--- config.mk ---
export PLATFORM = sky130hd
export DESIGN_NAME = tx_ring_buffer_allocator
export DESIGN_NICKNAME = d
export VERILOG_FILES = /design/src/sv/txrba_pkg.sv /design/src/sv/txrba_ctrl.sv /design/src/sv/txrba_ring.sv /design/src/sv/tx_ring_buffer_allocator.sv
export SDC_FILE = /design/constraint.sdc
export NUM_CORES = 1
export LEC_CHECK = 0
export ABC_CLOCK_PERIOD_IN_PS = 5500
export BUFFER_PORTS_ARGS = -buffer_cell sky130_fd_sc_hd__buf_4
export CAP_MARGIN = 20
export CORE_ASPECT_RATIO = 0.5
export CORE_MARGIN = 2
export CORE_UTILIZATION = 28
export CTS_CLUSTER_SIZE = 10
export DETAILED_ROUTE_END_ITERATION = 8
export PLACE_DENSITY_LB_ADDON = 0.25
export SYNTH_ARGS = -nofsm -noshare
export SYNTH_HDL_FRONTEND = slang
export SYNTH_HIERARCHICAL = 1
export SYNTH_SLANG_ARGS = --single-unit
--- constraint.sdc ---
create_clock -name clk -period 5.5 [get_ports clk]
set_input_delay 1.1 -clock clk [delete_from_list [all_inputs] [get_ports clk]]
set_output_delay 1.1 -clock clk [all_outputs]
set_load 0.02 [all_outputs]
--- src/sv/txrba_pkg.sv ---
// Shared types and constants for the transmit ring buffer allocator.
package txrba_pkg;

    // Default size of the circular word store
    localparam int DEF_STORE_WORDS = 4096;
    // Descriptor ring depth and index width
    localparam int RING_ENTRIES = 16;
    localparam int IDX_W = $clog2(RING_ENTRIES);
    // Pending counter width, holds RING_ENTRIES itself
    localparam int PEND_W = $clog2(RING_ENTRIES + 1);
    // Highest pending count at which an allocate may still proceed
    localparam logic [PEND_W-1:0] MAX_PENDING_OK = PEND_W'(13);

    // Field widths of one transaction
    localparam int LEN_W = 16;
    localparam int WORDS_W = LEN_W - 1;
    localparam int OFFSET_W = 13;

    // Request codes
    typedef enum logic {
        REQ_ALLOC   = 1'b0,
        REQ_RELEASE = 1'b1
    } req_t;

    // Result status codes
    typedef enum logic [1:0] {
        STATUS_OK       = 2'd0,
        STATUS_NO_SPACE = 2'd1,
        STATUS_EMPTY    = 2'd2
    } status_t;

    // Ring update commands from the decision logic
    typedef struct packed {
        logic alloc_ok;
        logic wrap;
        logic release_ok;
    } ring_update_t;

endpackage

--- src/sv/txrba_ctrl.sv ---
// Allocate and release decision logic for one request.
module txrba_ctrl #(
    parameter int STORE_WORDS = txrba_pkg::DEF_STORE_WORDS,
    parameter int SW = $clog2(STORE_WORDS + 1)
) (
    input  logic                        valid,
    input  logic                        req_type,
    input  logic [txrba_pkg::LEN_W-1:0] byte_length,
    input  logic [txrba_pkg::PEND_W-1:0] pending,
    input  logic [SW-1:0]               head_start,
    input  logic [SW-1:0]               tail_start,
    output txrba_pkg::ring_update_t     upd,
    output logic [SW-1:0]               place,
    output logic [SW-1:0]               next_start,
    output txrba_pkg::status_t          status,
    output logic [SW-1:0]               offset
);
    import txrba_pkg::*;

    // Compare width covers both the word count and store offsets
    localparam int CW = ((SW > WORDS_W) ? SW : WORDS_W) + 1;
    localparam logic [CW-1:0] STORE_CW = CW'(STORE_WORDS);

    logic [LEN_W:0]   len_round;
    logic [CW-1:0]    words;
    logic [CW-1:0]    p_cw;
    logic [CW-1:0]    h_cw;
    logic [CW-1:0]    h2_cw;
    logic             pend_ok;
    logic             empty;
    logic             below;
    logic             blocked;
    logic             fit1;
    logic             wrap;
    logic             fit2;
    logic             alloc_ok;
    logic             is_alloc;
    logic [CW-1:0]    end_cw;

    // Round the byte length up to whole words
    assign len_round = {1'b0, byte_length} + (LEN_W + 1)'(3);
    assign words     = CW'(len_round[LEN_W:2]);

    assign p_cw    = CW'(tail_start);
    assign h_cw    = CW'(head_start);
    assign empty   = (pending == '0);
    assign pend_ok = (pending <= MAX_PENDING_OK);
    assign is_alloc = (req_type == REQ_ALLOC);

    // First placement check at the tail start
    assign below   = (p_cw < h_cw);
    assign blocked = (p_cw == h_cw) && !empty;
    assign fit1    = below ? (words <= (h_cw - p_cw)) :
                     (!blocked && (words <= (STORE_CW - p_cw)));
    assign wrap    = !below && !blocked && (words > (STORE_CW - p_cw));

    // Retry at word 0; an empty ring moves its head start along with the tail
    assign h2_cw = empty ? '0 : h_cw;
    assign fit2  = (h2_cw == '0) ? (empty && (words <= STORE_CW)) : (words <= h2_cw);

    assign alloc_ok = pend_ok && (fit1 || (wrap && fit2));
    assign place    = wrap ? '0 : tail_start;
    assign end_cw   = CW'(place) + words;
    assign next_start = end_cw[SW-1:0];

    // Gate the updates by the accepted transaction
    always_comb
    begin
        upd.alloc_ok   = valid && is_alloc && alloc_ok;
        upd.wrap       = valid && is_alloc && pend_ok && wrap;
        upd.release_ok = valid && !is_alloc && !empty;
    end

    // Build the result fields
    always_comb
    begin
        if (is_alloc)
        begin
            status = alloc_ok ? STATUS_OK : STATUS_NO_SPACE;
            offset = alloc_ok ? place : '0;
        end
        else
        begin
            status = empty ? STATUS_EMPTY : STATUS_OK;
            offset = empty ? '0 : head_start;
        end
    end

endmodule

--- src/sv/txrba_ring.sv ---
// Descriptor ring: start and length entries, indices, pending count, cached head and tail fields.
module txrba_ring #(
    parameter int STORE_WORDS = txrba_pkg::DEF_STORE_WORDS,
    parameter int SW = $clog2(STORE_WORDS + 1)
) (
    input  logic                         clk,
    input  logic                         rst_n,
    input  txrba_pkg::ring_update_t      upd,
    input  logic [txrba_pkg::LEN_W-1:0]  byte_length,
    input  logic [SW-1:0]                place,
    input  logic [SW-1:0]                next_start,
    output logic [txrba_pkg::PEND_W-1:0] pending,
    output logic [SW-1:0]                head_start,
    output logic [SW-1:0]                tail_start,
    output logic [txrba_pkg::LEN_W-1:0]  head_length
);
    import txrba_pkg::*;

    logic [SW-1:0]     start_mem_reg [RING_ENTRIES];
    logic [LEN_W-1:0]  len_mem_reg [RING_ENTRIES];
    logic [IDX_W-1:0]  head_reg;
    logic [IDX_W-1:0]  tail_reg;
    logic [IDX_W-1:0]  head_plus;
    logic [IDX_W-1:0]  tail_plus;
    logic [PEND_W-1:0] pending_reg;
    logic [SW-1:0]     head_start_reg;
    logic [SW-1:0]     tail_start_reg;
    logic [LEN_W-1:0]  head_len_reg;

    assign head_plus = head_reg + IDX_W'(1);
    assign tail_plus = tail_reg + IDX_W'(1);

    // Record descriptors; entries are read only after they are written
    always_ff @(posedge clk)
    begin
        if (upd.alloc_ok)
        begin
            start_mem_reg[tail_reg]  <= place;
            start_mem_reg[tail_plus] <= next_start;
            len_mem_reg[tail_reg]    <= byte_length;
        end
        else if (upd.wrap)
        begin
            start_mem_reg[tail_reg] <= '0;
        end
    end

    // Advance indices, pending count and the cached head and tail fields
    always_ff @(posedge clk or negedge rst_n)
    begin
        if (!rst_n)
        begin
            head_reg       <= '0;
            tail_reg       <= '0;
            pending_reg    <= '0;
            head_start_reg <= '0;
            tail_start_reg <= '0;
            head_len_reg   <= '0;
        end
        else
        begin
            if (upd.alloc_ok)
            begin
                tail_reg       <= tail_plus;
                pending_reg    <= pending_reg + PEND_W'(1);
                tail_start_reg <= next_start;
                // An empty ring fills its head entry
                if (pending_reg == '0)
                begin
                    head_len_reg <= byte_length;
                end
            end
            else if (upd.wrap)
            begin
                tail_start_reg <= '0;
            end

            // Head and tail share an entry while nothing is pending
            if (upd.wrap && (pending_reg == '0))
            begin
                head_start_reg <= '0;
            end

            if (upd.release_ok)
            begin
                head_reg    <= head_plus;
                pending_reg <= pending_reg - PEND_W'(1);
                if (pending_reg == PEND_W'(1))
                begin
                    head_start_reg <= tail_start_reg;
                    head_len_reg   <= '0;
                end
                else
                begin
                    head_start_reg <= start_mem_reg[head_plus];
                    head_len_reg   <= len_mem_reg[head_plus];
                end
            end
        end
    end

    assign pending     = pending_reg;
    assign head_start  = head_start_reg;
    assign tail_start  = tail_start_reg;
    assign head_length = head_len_reg;

endmodule

--- src/sv/tx_ring_buffer_allocator.sv ---
// Top level of the transmit ring buffer allocator with the result register.
//
// Usage: drive req_type and byte_length and raise start for one cycle per
// transaction; a transaction is taken at a rising edge with start high and
// busy low. busy stays low, so a new request can be issued every cycle.
// req_type 0 allocates room for byte_length bytes (rounded up to words) in
// the circular word store; req_type 1 releases the oldest pending packet.
// Each transaction gives one result in the next cycle: done is high for
// exactly one cycle with status, word_offset, packet_bytes and
// pending_count valid in that cycle. Throughput is one transaction per
// cycle; the decision path is a few compares on the cached head and
// tail start offsets between the ring registers and the result register.
// The receiver cannot stall: a result is presented once and is taken in
// that cycle. Reset empties the ring (head, tail and pending at zero,
// both starts at word 0) and clears done.
module tx_ring_buffer_allocator #(
    parameter int STORE_WORDS = txrba_pkg::DEF_STORE_WORDS
) (
    input  logic                            clk,
    input  logic                            rst_n,
    input  logic                            start,
    output logic                            busy,
    input  logic                            req_type,
    input  logic [txrba_pkg::LEN_W-1:0]     byte_length,
    output logic                            done,
    output logic [1:0]                      status,
    output logic [txrba_pkg::OFFSET_W-1:0]  word_offset,
    output logic [txrba_pkg::LEN_W-1:0]     packet_bytes,
    output logic [txrba_pkg::PEND_W-1:0]    pending_count
);
    import txrba_pkg::*;

    localparam int SW = $clog2(STORE_WORDS + 1);

    logic              accept;
    ring_update_t      upd;
    logic [SW-1:0]     place;
    logic [SW-1:0]     next_start;
    logic [PEND_W-1:0] pending;
    logic [SW-1:0]     head_start;
    logic [SW-1:0]     tail_start;
    logic [LEN_W-1:0]  head_length;
    status_t           res_status;
    logic [SW-1:0]     res_offset;
    logic [31:0]       offset_wide;
    logic [PEND_W-1:0] pending_after;

    logic                done_reg;
    status_t             status_reg;
    logic [OFFSET_W-1:0] offset_reg;
    logic [LEN_W-1:0]    bytes_reg;
    logic [PEND_W-1:0]   pending_out_reg;

    assign busy   = 1'b0;
    assign accept = start && !busy;

    txrba_ctrl #(
        .STORE_WORDS (STORE_WORDS),
        .SW          (SW)
    ) u_ctrl (
        .valid       (accept),
        .req_type    (req_type),
        .byte_length (byte_length),
        .pending     (pending),
        .head_start  (head_start),
        .tail_start  (tail_start),
        .upd         (upd),
        .place       (place),
        .next_start  (next_start),
        .status      (res_status),
        .offset      (res_offset)
    );

    txrba_ring #(
        .STORE_WORDS (STORE_WORDS),
        .SW          (SW)
    ) u_ring (
        .clk         (clk),
        .rst_n       (rst_n),
        .upd         (upd),
        .byte_length (byte_length),
        .place       (place),
        .next_start  (next_start),
        .pending     (pending),
        .head_start  (head_start),
        .tail_start  (tail_start),
        .head_length (head_length)
    );

    // Fit the offset to the result field width
    assign offset_wide = 32'(res_offset);

    // Pending count after this transaction
    always_comb
    begin
        pending_after = pending;
        if (upd.alloc_ok)
        begin
            pending_after = pending + PEND_W'(1);
        end
        else if (upd.release_ok)
        begin
            pending_after = pending - PEND_W'(1);
        end
    end

    // Strobe for one cycle per accepted transaction
    always_ff @(posedge clk or negedge rst_n)
    begin
        if (!rst_n)
        begin
            done_reg <= 1'b0;
        end
        else
        begin
            done_reg <= accept;
        end
    end

    // Hold the result fields
    always_ff @(posedge clk)
    begin
        if (accept)
        begin
            status_reg      <= res_status;
            offset_reg      <= offset_wide[OFFSET_W-1:0];
            bytes_reg       <= upd.release_ok ? head_length : '0;
            pending_out_reg <= pending_after;
        end
    end

    assign done          = done_reg;
    assign status        = status_reg;
    assign word_offset   = offset_reg;
    assign packet_bytes  = bytes_reg;
    assign pending_count = pending_out_reg;

endmodule
==> results of run 1 <==
-- synthesized netlist by cell type (23+ instances only) --
| cell | count | area share |
|---|---|---|
| o22ai_1 | 47 | 0.011 |
| mux2i_1 | 74 | 0.027 |
| mux4_2 | 87 | 0.072 |
| edfxtp_1 | 500 | 0.55 |
| clkbuf_1 | 56 | 0.0077 |
| a21oi_1 | 28 | 0.0051 |
| o21ai_0 | 56 | 0.010 |
| xnor2_1 | 42 | 0.013 |
| buf_2 | 38 | 0.0069 |
| inv_1 | 35 | 0.0048 |
| nand2_1 | 124 | 0.017 |
| dfrtp_1 | 56 | 0.051 |
| mux2_2 | 179 | 0.074 |
| nor2b_1 | 35 | 0.0080 |
| and2_1 | 33 | 0.0075 |
| a21o_1 | 23 | 0.0063 |
| ha_1 | 78 | 0.036 |
| a211oi_1 | 63 | 0.017 |
| nor2_1 | 73 | 0.010 |
-- cell families (layout without fill, tap and decap cells) --
| group | Yosys count | in the layout | synth area share |
|---|---|---|---|
| buf+inv | 153 | 529 | 0.0265 |
| mux | 344 | 344 | 0.174 |
| fa+ha+maj | 80 | 80 | 0.0371 |
| flops | 556 | 556 | 0.599 |
| simple gates | 358 | 358 | 0.0651 |
| xor+xnor | 63 | 64 | 0.0210 |
| compound gates | 306 | 306 | 0.0771 |
| other cells | 1 | 2 | 0.000137 |
-- layout make-up --
cell class | instances | area [um2] | share of cell area
Antenna cell | 1 | 2.50 | 0.0000721
Clock buffer | 101 | 1800 | 0.0519
Clock inverter | 9 | 129 | 0.00371
Inverter | 35 | 135 | 0.00389
Multi-Input combinational cell | 1153 | 10800 | 0.311
Sequential cell | 556 | 16400 | 0.473
Tap cell | 1286 | 1610 | 0.0463
Timing Repair Buffer | 384 | 3820 | 0.110
-- routing by layer --
metal	wire, um	track usage
met1	40300	0.240
met2	41400	0.282
met3	4090	0.0283
met4	2620	0.0531
met5	0	0
-- power groups by stage --
stage          clock network, W  registers (W)  logic (W)
6_report                0.00404        0.00575     0.0115
5_1_grt                 0.00429        0.00580     0.0123
4_1_cts                 0.00414        0.00576     0.0112
3_5_place_dp                  0        0.00584     0.0110
3_3_place_gp                  0        0.00584     0.0109
2_1_floorplan                 0        0.00582    0.00651
-- path summary, 6_finish.rpt --
path	slack (ns)	cells after the start	start	to
max in group asynchronous	4.11	2	rst_n	u_ring/head_reg[0]$_DFFE_PN0P_
min in group clk	0.56	1	u_ring/head_length[3]$_DFFE_PN0P_	packet_bytes[3]$_SDFFCE_PN0P_
hold / removal	0.41	1	rst_n	u_ring/head_start[7]$_DFFE_PN0P_
setup reg to reg	-0.13	22	u_ring/tail_start[3]$_DFFE_PN0P_	u_ring/start_mem_reg[6][12]$_DFFE_PP_
setup / recovery	-0.29	25	byte_length[9]	u_ring/start_mem_reg[6][12]$_DFFE_PP_
hold reg to reg	0.56	1	u_ring/head_length[3]$_DFFE_PN0P_	packet_bytes[3]$_SDFFCE_PN0P_
-- stage by stage --
step | worst slack [ns] | setup TNS, ns | instances
final | -0.288 | -5.96 | 3525
after global routing | -0.422 | -16.69 | 3524
after CTS | -0.228 | -10.65 | 3516
after detailed placement | -1.06 | -146.83 | 3400
after global placement | -0.978 | -116.65 | 3400
after floorplan | -0.493 | -14.60 | 1861
-- what timing repair did --
action                     in CTS  in global routing
pin swaps                      11                 19
hold buffers                    0                  0
setup buffers                   5                  8
gates cloned                    1                  0
gates resized for setup        28                 62
setup endpoints to repair     334                634
-- worst max-delay path, cell delays in order --
cell and delay [ns]:
buf_8 0.09, clkinvlp_4 0.14, or4_4 0.59, nor2_4 0.15
nand3_2 0.10, xnor2_2 0.16, ha_1 0.30, and2_4 0.14
nand4_1 0.15, a211o_1 0.31, o2111ai_4 0.12, nand3_2 0.10
and2b_2 0.30, nor2_4 0.06, ha_4 0.16, fa_2 0.40
a211oi_2 0.19, nor2_1 0.08, o211ai_1 0.16, nand2_1 0.13
o41ai_4 0.39, xor2_2 0.17, buf_6 0.16, xnor2_4 0.12
mux2_4 0.34
==> summary.txt, run 1 <==
Clocking
  – Clk pin slew, worst setup/hold paths: around 0.06 ns
  – CTS tree: yes
  – Clk_lat worst skew: ~0.62 ns
  – Clock buffer count from CTS: between 60 and 70
  – CTS root buffer: clkbuf_16
  – TritonCTS Sinks: roughly 560
  – # H-tree levels: 3
  – Clk buf depth: 3

Floorplan
  – Core Footprint: 0.0973 mm2
  – Initial core utilization: 0.282
  – Std cell rows: 81
  – IO Pins: a little under 60
  – Die Area: 0.101 mm2
  – Die width: about 450 um
  – Die Y: around 230 um

Worst setup path
  – Crit Path Max Fanout: 8
  – Crit path required time: ~6 ns
  – Kind of critical path: in -> reg
  – Startpoint Class: input port
  – Worst path arrival time: 6.14 ns
  – Crit. End Element: flip-flop

Final layout
  – Number of flip-flops in the largest register: ~260
  – Final instance area: between 0.03 and 0.04 mm2
  – Final core area utilization: 0.357
  – Fin nets: between 2000 and 2500
  – Most frequent cells in the layout: edfxtp_1 (500), buf_4 (301), mux2_2 (163)
  – Area growth from synthesis to layout: 26.8%
  – Fillers: between 9000 and 10000
  – Share of layout cells above drive strength 1: 0.376
  – Commonest non-fill, non-tap cell in the layout: edfxtp_1

Power and ir drop
  – Psw: roughly 0.0083 W
  – Power density over the cells: between 600 and 700 mW/mm2
  – Total power: approximately 0.021 W
  – Leakage: 12.8 nW
  – Combinational power share: 0.539
  – Maximum VDD drop: between 0.0003 and 0.0004 V
  – Clock Power Share: 0.190
  – Sw frac: 0.390
  – P_int: roughly 0.013 W
  – Register share of total power: 0.271

STA
  – Hold WS: about 0.41 ns
  – Hold Vio Cnt, Final: 0
  – Unrepaired setup endpoints after global routing: yes
  – Worst Tran Pin Value: ~1.3 ns
  – F_max: between 0.15 and 0.2 GHz
  – Period utilization: 1.05
  – Crit path time final: slightly below 6 ns
  – Final Setup Violations: 42
  – Final WS setup: -0.288 ns
  – Skew final: approximately 0.026 ns
  – Slew headroom: 0.112
  – Final Max Slew Viols: 0

Global routing
  – First-pass GRT wire length: 127000 um
  – Vias in the first global route: 17800
  – GRT Resource Usage Total: 0.175
  – Antenna violations before repair: 1
  – Global route overflow: 0
  – Largest net degree at the start of global routing: 62

Detailed routing
  – Routed wire length: approximately 90000 um
  – First DRT Iteration DRCs: between 1000 and 1500
  – DRT Pass-1 Iters: 5
  – Drc violations: 0
  – Final ANT Viol Nets: 0
  – Routed len/inst: approximately 25 um
  – Via count: 17600
  – Vias per inst: 5.01

Synth
  – Synthesis Warnings: 6
  – Mapped Area: 0.0274 mm2
  – Synth Register Bits: 556
  – Primary FF master, synth: edfxtp_1
  – Cells after Synth: 1861
  – Yosys cell types: 80
  – Post-synth ARST share: 0.101
  – Syn Nets: a little under 2000
  – Post-Syn Area per Cell: roughly 15 um2
  – Proportion of synthesized chip area in sequential cells: 0.599
  – Number of synthesized flops with an enable pin: 500

Placement
  – IO Port Bufs: 56
  – Placement Cell Area: ~0.032 mm2
  – GPL Wtd Cong: 0.908
  – Hpwl dp: around 58000 um

Flow run
  – Max Cap Violations: 0

Status
  – Outcome: complete, but fails checks
  – Failing checks: setup timing

Min path
  – Hold WC Path Type: in -> async
No activity file was read; power rests on OpenSTA's default activity.
==> run 2: changes to the inputs <==
--- a/config.mk
+++ b/config.mk
@@ -5,7 +5,7 @@
 export SDC_FILE = /design/constraint.sdc
 export NUM_CORES = 1
 export LEC_CHECK = 0
-export ABC_CLOCK_PERIOD_IN_PS = 5500
+export ABC_CLOCK_PERIOD_IN_PS = 7500
 export BUFFER_PORTS_ARGS = -buffer_cell sky130_fd_sc_hd__buf_4
 export CAP_MARGIN = 20
 export CORE_ASPECT_RATIO = 0.5
==> constraint.sdc (replaced) <==
create_clock -name clk -period 7.5 [get_ports clk]
set_input_delay 1.5 -clock clk [delete_from_list [all_inputs] [get_ports clk]]
set_output_delay 1.5 -clock clk [all_outputs]
set_load 0.02 [all_outputs]
==> summary.txt, run 2 (same netlist as run 1, synthesis figures left out) <==
STA
  – Slew headroom: 0.282 (+0.170)
  – Final Max Slew Viols: 0 (unchanged)
  – Unrepaired setup endpoints after global routing: no
  – Crit path time final: ~6.8 ns
  – Final WS setup: 0.659 ns (+0.947 ns)
  – Hold WS: 0.556 ns (+0.149 ns)
  – Worst Tran Pin Value: 1.08 ns (-0.237 ns)
  – Period utilization: 0.912
  – Skew final: 0.0324 ns (+0.00647 ns)
  – Final Setup Violations: 0 (-100%)
  – F_max: 0.146 GHz
  – Hold Vio Cnt, Final: 0 (unchanged)

Detailed routing
  – Routed wire length: 85300 um (-3.4%)
  – Vias per inst: 5.07 (+1.4%)
  – Via count: 17000 (-3.9%)
  – Final ANT Viol Nets: 0 (unchanged)
  – Routed len/inst: 25.5 um (+1.9%)
  – Drc violations: 0 (unchanged)
  – DRT Pass-1 Iters: 5 (unchanged)
  – First DRT Iteration DRCs: 1310 (-2.7%)

Placement
  – GPL Wtd Cong: 0.898 (-1.1%)
  – Placed cell count: 3231 (-5.0%)
  – Place WS: 0.161 ns (+1.22 ns)
  – Hpwl dp: 54400 um (-6.4%)
  – IO Port Bufs: 56 (unchanged)
  – Placement Cell Area: 0.0301 mm2 (-6.8%)

Floorplan
  – Die width: 446 um (unchanged)
  – Initial core utilization: 0.282 (unchanged)
  – Die Y: 225 um (unchanged)
  – Core Footprint: 0.0973 mm2 (unchanged)
  – IO Pins: 58 (unchanged)
  – Die Area: 0.101 mm2 (unchanged)
  – Std cell rows: 81 (unchanged)

Global routing
  – First-pass GRT wire length: 123000 um (-2.6%)
  – Antenna violations before repair: 0 (-1)
  – GRT Resource Usage Total: 0.169 (-0.00529)
  – Vias in the first global route: 17200 (-3.4%)
  – Largest net degree at the start of global routing: 77 (+24%)
  – Global route overflow: 0 (unchanged)

Clocking
  – Post-CTS setup buffers: 0 (-5)
  – CTS root buffer: clkbuf_16
  – Clk_lat worst skew: 0.60 ns (-0.02 ns)
  – # resized after CTS: 0 (-100%)
  – Clk buf depth: 3 (unchanged)
  – CTS tree: yes
  – Clock buffer count from CTS: 66 (unchanged)
  – Clk pin slew, worst setup/hold paths: 0.06 ns (about the same)
  – # H-tree levels: 3 (unchanged)
  – TritonCTS Sinks: 556 (unchanged)
  – CTS Hold Bufs: 0 (unchanged)

Final layout
  – Commonest non-fill, non-tap cell in the layout: edfxtp_1
  – N_diodes: 0 (-1)
  – Area growth from synthesis to layout: 16.8%
  – Final instance area: 0.0320 mm2 (-7.8%)
  – Number of flip-flops in the largest register: 256 (unchanged)
  – Most frequent cells in the layout: edfxtp_1 (500), buf_4 (197), mux2_2 (179)
  – Share of layout cells above drive strength 1: 0.292 (-0.0838)
  – Fin nets: 2113 (-8.0%)
  – Final cell count without fillers: 3341 (-5.2%)

Power and ir drop
  – Sw frac: 0.400 (+0.00942)
  – Total power: 0.0142 W (-33%)
  – Maximum VDD drop: 0.000311 V (-14%)
  – Clock Power Share: 0.207 (+0.017)
  – Leakage: 11.5 nW (-10%)
  – Psw: 0.00568 W (-32%)
  – P_int: 0.00853 W (-34%)
  – Power density over the cells: 444 mW/mm2 (-27%)
  – Register share of total power: 0.307 (+0.036)
  – Combinational power share: 0.486 (-0.053)

Worst setup path
  – CP max stage delay: 0.72 ns (+0.13 ns)
  – Worst path bufs/invs: 3 (unchanged)
  – Worst path arrival time: 7.28 ns (+1.14 ns)
  – Most frequent CP cell: nor2_1
  – Crit Path Max Fanout: 12 (+4)
  – Delay-heaviest family, CP: simple AND/OR/NAND/NOR gates
  – Startpoint Class: input port
  – Crit. End Element: flip-flop
  – Kind of critical path: in -> reg
  – Crit path required time: 7.94 ns (+2.09 ns)
  – Crit-path slowest cell: or4_1

Status
  – Outcome: complete, no violations

Flow run
  – Max Cap Violations: 0 (unchanged)

Min path
  – Hold WC Path Type: reg -> reg
-- run 2: changes by cell type in the layout (fill, tap and decap cells not counted), sizes merged --
cell,previous run,this run
clkinvlp,1,0
xnor2,44,43
inv,35,38
clkbuf,101,106
diode,1,0
clkinv,8,1
buf,384,202
-- run 2: power by group through the flow --
| stage | clock [W] | sequential (W) | combinational, W |
|---|---|---|---|
| floorplan | 0 | 0.00427 | 0.00467 |
| global placement | 0 | 0.00442 | 0.00687 |
| detailed placement | 0 | 0.00442 | 0.00691 |
| CTS | 0.00301 | 0.00436 | 0.00695 |
| global route | 0.00314 | 0.00440 | 0.00745 |
| finish | 0.00294 | 0.00436 | 0.00691 |
-- run 2: per-layer routing --
metal	wire length, um	GRT usage
met2	39300	0.272
met5	0	0
met1	40000	0.236
met3	3600	0.0252
met4	2370	0.0511
-- run 2: area by class of cell --
cell class,count,area [um2]
Fill cell,9559,65300
Sequential cell,556,16400
Multi-Input combinational cell,1152,10400
Clock buffer,106,1880
Tap cell,1286,1610
Timing Repair Buffer,202,1580
Inverter,35,131
Clock inverter,4,27.5
-- run 2: path summary, 6_finish.rpt --
check / depth (start not counted) / end / slack, ns / start
worst min-delay path: 1 / packet_bytes[12]$_SDFFCE_PN0P_ / 0.56 / u_ring/head_length[12]$_DFFE_PN0P_
min in group asynchronous: 1 / u_ring/tail_start[3]$_DFFE_PN0P_ / 0.77 / rst_n
max in group asynchronous: 2 / u_ring/head_reg[0]$_DFFE_PN0P_ / 5.53 / rst_n
worst min register to register: 1 / packet_bytes[12]$_SDFFCE_PN0P_ / 0.56 / u_ring/head_length[12]$_DFFE_PN0P_
worst max register to register: 21 / u_ring/start_mem_reg[14][7]$_DFFE_PP_ / 1.09 / u_ring/tail_start[0]$_DFFE_PN0P_
worst max-delay path: 26 / u_ring/start_mem_reg[4][12]$_DFFE_PP_ / 0.66 / byte_length[9]
-- run 2: per-stage QoR --
| stage | util | setup TNS, ns |
|---|---|---|
| detailed placement | 0.309 | 0 |
| global route | 0.329 | 0 |
| finish | 0.329 | 0 |
| global placement | 0.309 | -3.23 |
| CTS | 0.329 | 0 |
| floorplan | - | 0 |
==> run 3: changes to the inputs <==
--- a/config.mk
+++ b/config.mk
@@ -16,5 +16,4 @@
 export PLACE_DENSITY_LB_ADDON = 0.25
 export SYNTH_ARGS = -nofsm -noshare
 export SYNTH_HDL_FRONTEND = slang
-export SYNTH_HIERARCHICAL = 1
 export SYNTH_SLANG_ARGS = --single-unit
==> summary.txt, run 3 <==
Final layout
  – Area growth from synthesis to layout: 16.0%
  – Area taken by flip-flops and latches: 0.0164 mm2 (unchanged)
  – Share of layout cells above drive strength 1: 0.231 (-0.0614)
  – Multi-input gate area: 0.0103 mm2 (-0.77%)
  – Final instance area: 0.0317 mm2 (-0.98%)
  – Number of flip-flops in the largest register: 256 (unchanged)
  – Most frequent cells in the layout: edfxtp_1 (500), mux2i_1 (217), buf_4 (163)
  – Fin nets: 1978 (-6.4%)
  – Final core area utilization: 0.330 (+0.00120)
  – Commonest non-fill, non-tap cell in the layout: edfxtp_1
  – N_diodes: 0 (unchanged)
  – Fillers: 9291 (-2.8%)
  – Final cell count without fillers: 3188 (-4.6%)

STA
  – F_max: 0.145 GHz (-1.1%)
  – Skew final: 0.0188 ns (-0.0136 ns)
  – Unrepaired setup endpoints after global routing: no
  – Slew headroom: 0.249 (-0.0323)
  – Final WS setup: 0.584 ns (-0.0751 ns)
  – Period utilization: 0.922 (+0.0100)
  – Final Setup Violations: 0 (unchanged)
  – Worst Tran Pin Value: 1.13 ns (+0.0485 ns)
  – Crit path time final: 6.92 ns (+0.0751 ns)
  – Final Max Slew Viols: 0 (unchanged)
  – Hold Vio Cnt, Final: 0 (unchanged)

Worst setup path
  – Crit. End Element: flip-flop
  – Worst path arrival time: 7.27 ns (about the same)
  – R2r startpoint: u_ring.tail_start[2]$_DFFE_PN0P_
  – Critical Path Start: byte_length[3]
  – Startpoint Class: input port
  – Worst r2r dst: u_ring.start_mem_reg[11][12]$_DFFE_PP_
  – Crit path required time: 7.85 ns (-0.09 ns)
  – Worst R2R Path Depth: 22 (+4.8%)
  – Reg2Reg Setup Slack: 1.06 ns (-0.03 ns)
  – Crit Path Max Fanout: 17 (+5)
  – Kind of critical path: in -> reg
  – Crit path capture: u_ring.start_mem_reg[11][12]$_DFFE_PP_

Synth
  – Proportion of synthesized chip area in sequential cells: 0.601 (+0.00162)
  – Most frequent cell after synthesis: edfxtp_1
  – Mapped Area: 0.0273 mm2 (-0.27%)
  – Post-synth top area share: 0.550 (+0.00148)
  – Post-Syn Area per Cell: 15.4 um2 (+4.9%)
  – Post-synth ARST share: 0.101 (unchanged)
  – Synthesis Warnings: 0 (-6)
  – Cells after Synth: 1770 (-4.9%)
  – Top cells by area, synth: edfxtp_1 (55%), mux4_2 (11%), mux2i_1 (8.0%), dfrtp_1 (5.1%), ha_1 (3.6%)
  – Cell taking the most area after synthesis: edfxtp_1
  – Primary FF master, synth: edfxtp_1
  – Yosys cell types: 68 (-15%)
  – Number of synthesized flops with an enable pin: 500 (unchanged)
  – Post-synth top cells: edfxtp_1 (500), mux2i_1 (217), mux4_2 (129)
  – Synth Register Bits: 556 (unchanged)
  – Syn Nets: 1871 (-4.6%)

Clocking
  – Clk pin slew, worst setup/hold paths: 0.06 ns (about the same)
  – CTS Hold Bufs: 0 (unchanged)
  – Clk_lat worst skew: 0.64 ns (+0.04 ns)
  – # resized after CTS: 0 (unchanged)
  – Clock buffer count from CTS: 66 (unchanged)
  – Post-CTS setup buffers: 0 (unchanged)
  – CTS tree: yes
  – CTS root buffer: clkbuf_16
  – TritonCTS Sinks: 556 (unchanged)
  – # H-tree levels: 3 (unchanged)
  – Clk buf depth: 3 (unchanged)

Floorplan
  – Die Y: 225 um (-0.13%)
  – Std cell rows: 80 (-1.2%)
  – IO Pins: 58 (unchanged)
  – Initial core utilization: 0.285 (+0.00305)
  – Die Area: 0.100 mm2 (-0.27%)
  – Core Footprint: 0.0960 mm2 (-1.3%)
  – Die width: 446 um (-0.13%)

Detailed routing
  – DRT Pass-1 Iters: 5 (unchanged)
  – Routed len/inst: 25.6 um (+0.42%)
  – Routed wire length: 81800 um (-4.2%)
  – Drc violations: 0 (unchanged)
  – First DRT Iteration DRCs: 1351 (+3.1%)
  – Final ANT Viol Nets: 0 (unchanged)
  – Vias per inst: 5.12 (+0.97%)
  – Via count: 16300 (-3.7%)

Placement
  – IO Port Bufs: 56 (unchanged)
  – Placement Cell Area: 0.0297 mm2 (-1.4%)
  – Place WS: -0.0630 ns (-0.224 ns)
  – Hpwl dp: 50900 um (-6.4%)
  – Placed cell count: 3076 (-4.8%)
  – GPL Wtd Cong: 0.868 (-3.3%)

Power and ir drop
  – Maximum VDD drop: 0.000326 V (+4.7%)
  – Leakage: 10.8 nW (-6.4%)
  – Power density over the cells: 454 mW/mm2 (+2.3%)

Status
  – Outcome: complete, no violations

Min path
  – Hold WC Path Type: reg -> reg
  – Min-delay src: u_ring.head_length[13]$_DFFE_PN0P_

Global routing
  – Global route overflow: 0 (unchanged)
  – Antenna violations before repair: 1 (+1)
  – First-pass GRT wire length: 118000 um (-4.4%)
  – Vias in the first global route: 16400 (-4.7%)
  – Largest net degree at the start of global routing: 57 (-26%)
  – GRT Resource Usage Total: 0.164 (-0.00555)

Flow run
  – Max Cap Violations: 0 (unchanged)
run 3: cell types whose count changed in the layout (fill, tap and decap cells not counted), moves of 19 or more:
cell,delta
mux4_2,+42
mux2i_1,+143
o22ai_1,-41
buf_4,-34
a211oi_1,-25
nor2_1,-21
nand2_1,-22
a21o_1,-19
mux2_2,-146
o21ai_0,-34
run 3: cell families after synthesis:
kind of cell | count (synthesis) | synth area share
flip-flops | 556 | 0.601
multiplexers | 380 | 0.200
AND/OR/NAND/NOR | 315 | 0.0597
AO/OA/AOI/OAI | 212 | 0.0573
buffers and inverters | 171 | 0.0265
adder cells (fa/ha/maj) | 81 | 0.0376
XOR/XNOR | 54 | 0.0178
other | 1 | 0.000137
run 3: area by class of cell:
cell class | instances | share of cell area
clock buffer | 98 | 0.0559
clock inverter | 10 | 0.00490
inverter | 42 | 0.00497
multi-input combinational | 1043 | 0.325
sequential | 556 | 0.518
tap | 1271 | 0.0502
timing repair buffer | 168 | 0.0415
run 3: per-stage QoR:
step	TNS, ns	hold WS, ns	total power [W]
floorplan	0	0.471	0.00914
global placement	-0.460	0.494	0.0115
detailed placement	-0.595	0.491	0.0115
CTS	0	0.509	0.0145
global route	0	0.524	0.0152
finish	0	0.505	0.0144
run 3: how the worst min path moves through the flow:
stage                                          to  slack, ns  cells past startpoint
2_1_floorplan   u_ring.head_length[0]$_DFFE_PN0P_       0.47                      1
3_3_place_gp    u_ring.head_length[8]$_DFFE_PN0P_       0.49                      1
3_5_place_dp    u_ring.head_length[1]$_DFFE_PN0P_       0.49                      1
4_1_cts        u_ring.head_length[15]$_DFFE_PN0P_       0.51                      1
5_1_grt        u_ring.head_length[15]$_DFFE_PN0P_       0.52                      1
6_report       u_ring.head_length[13]$_DFFE_PN0P_       0.51                      1
run 3: critical path, stage by stage:
cell and delay (ns):
buf_4 0.15, o211ai_1 0.13, nor2_1 0.24, and4_1 0.37, nand2_1 0.10, xnor2_1 0.59, ha_1 0.37, nand4_1 0.10
o32a_1 0.14, o41ai_1 0.09, a211o_1 0.36, buf_4 0.20, and2_1 0.19, fa_1 0.45, a211oi_1 0.32, nor2_1 0.11
nor4_1 0.18, nor3_1 0.11, a41o_1 0.27, o41ai_1 0.36, xnor3_1 0.72, mux2i_1 0.19
run 3: layer usage:
| metal | track usage | routed length [um] | vias to the layer above | share of wire |
|---|---|---|---|---|
| met1 | 0.230 | 37300 | 8594 | 0.46 |
| li1 | - | - | 7197 | - |
| met2 | 0.260 | 38100 | 434 | 0.47 |
| met4 | 0.0518 | 2210 | 2 | 0.027 |
| met3 | 0.0261 | 4070 | 109 | 0.050 |
| met5 | 0 | 13 | - | 0.00016 |
run 3: power breakdown:
part,total [W],leakage (nW),internal [W],switching [W]
clock network,0.00297,0.922,0.00168,0.00130
logic,0.00708,4.58,0.00286,0.00422
registers,0.00435,5.25,0.00401,0.000335
total,0.0144,10.8,0.00855,0.00585
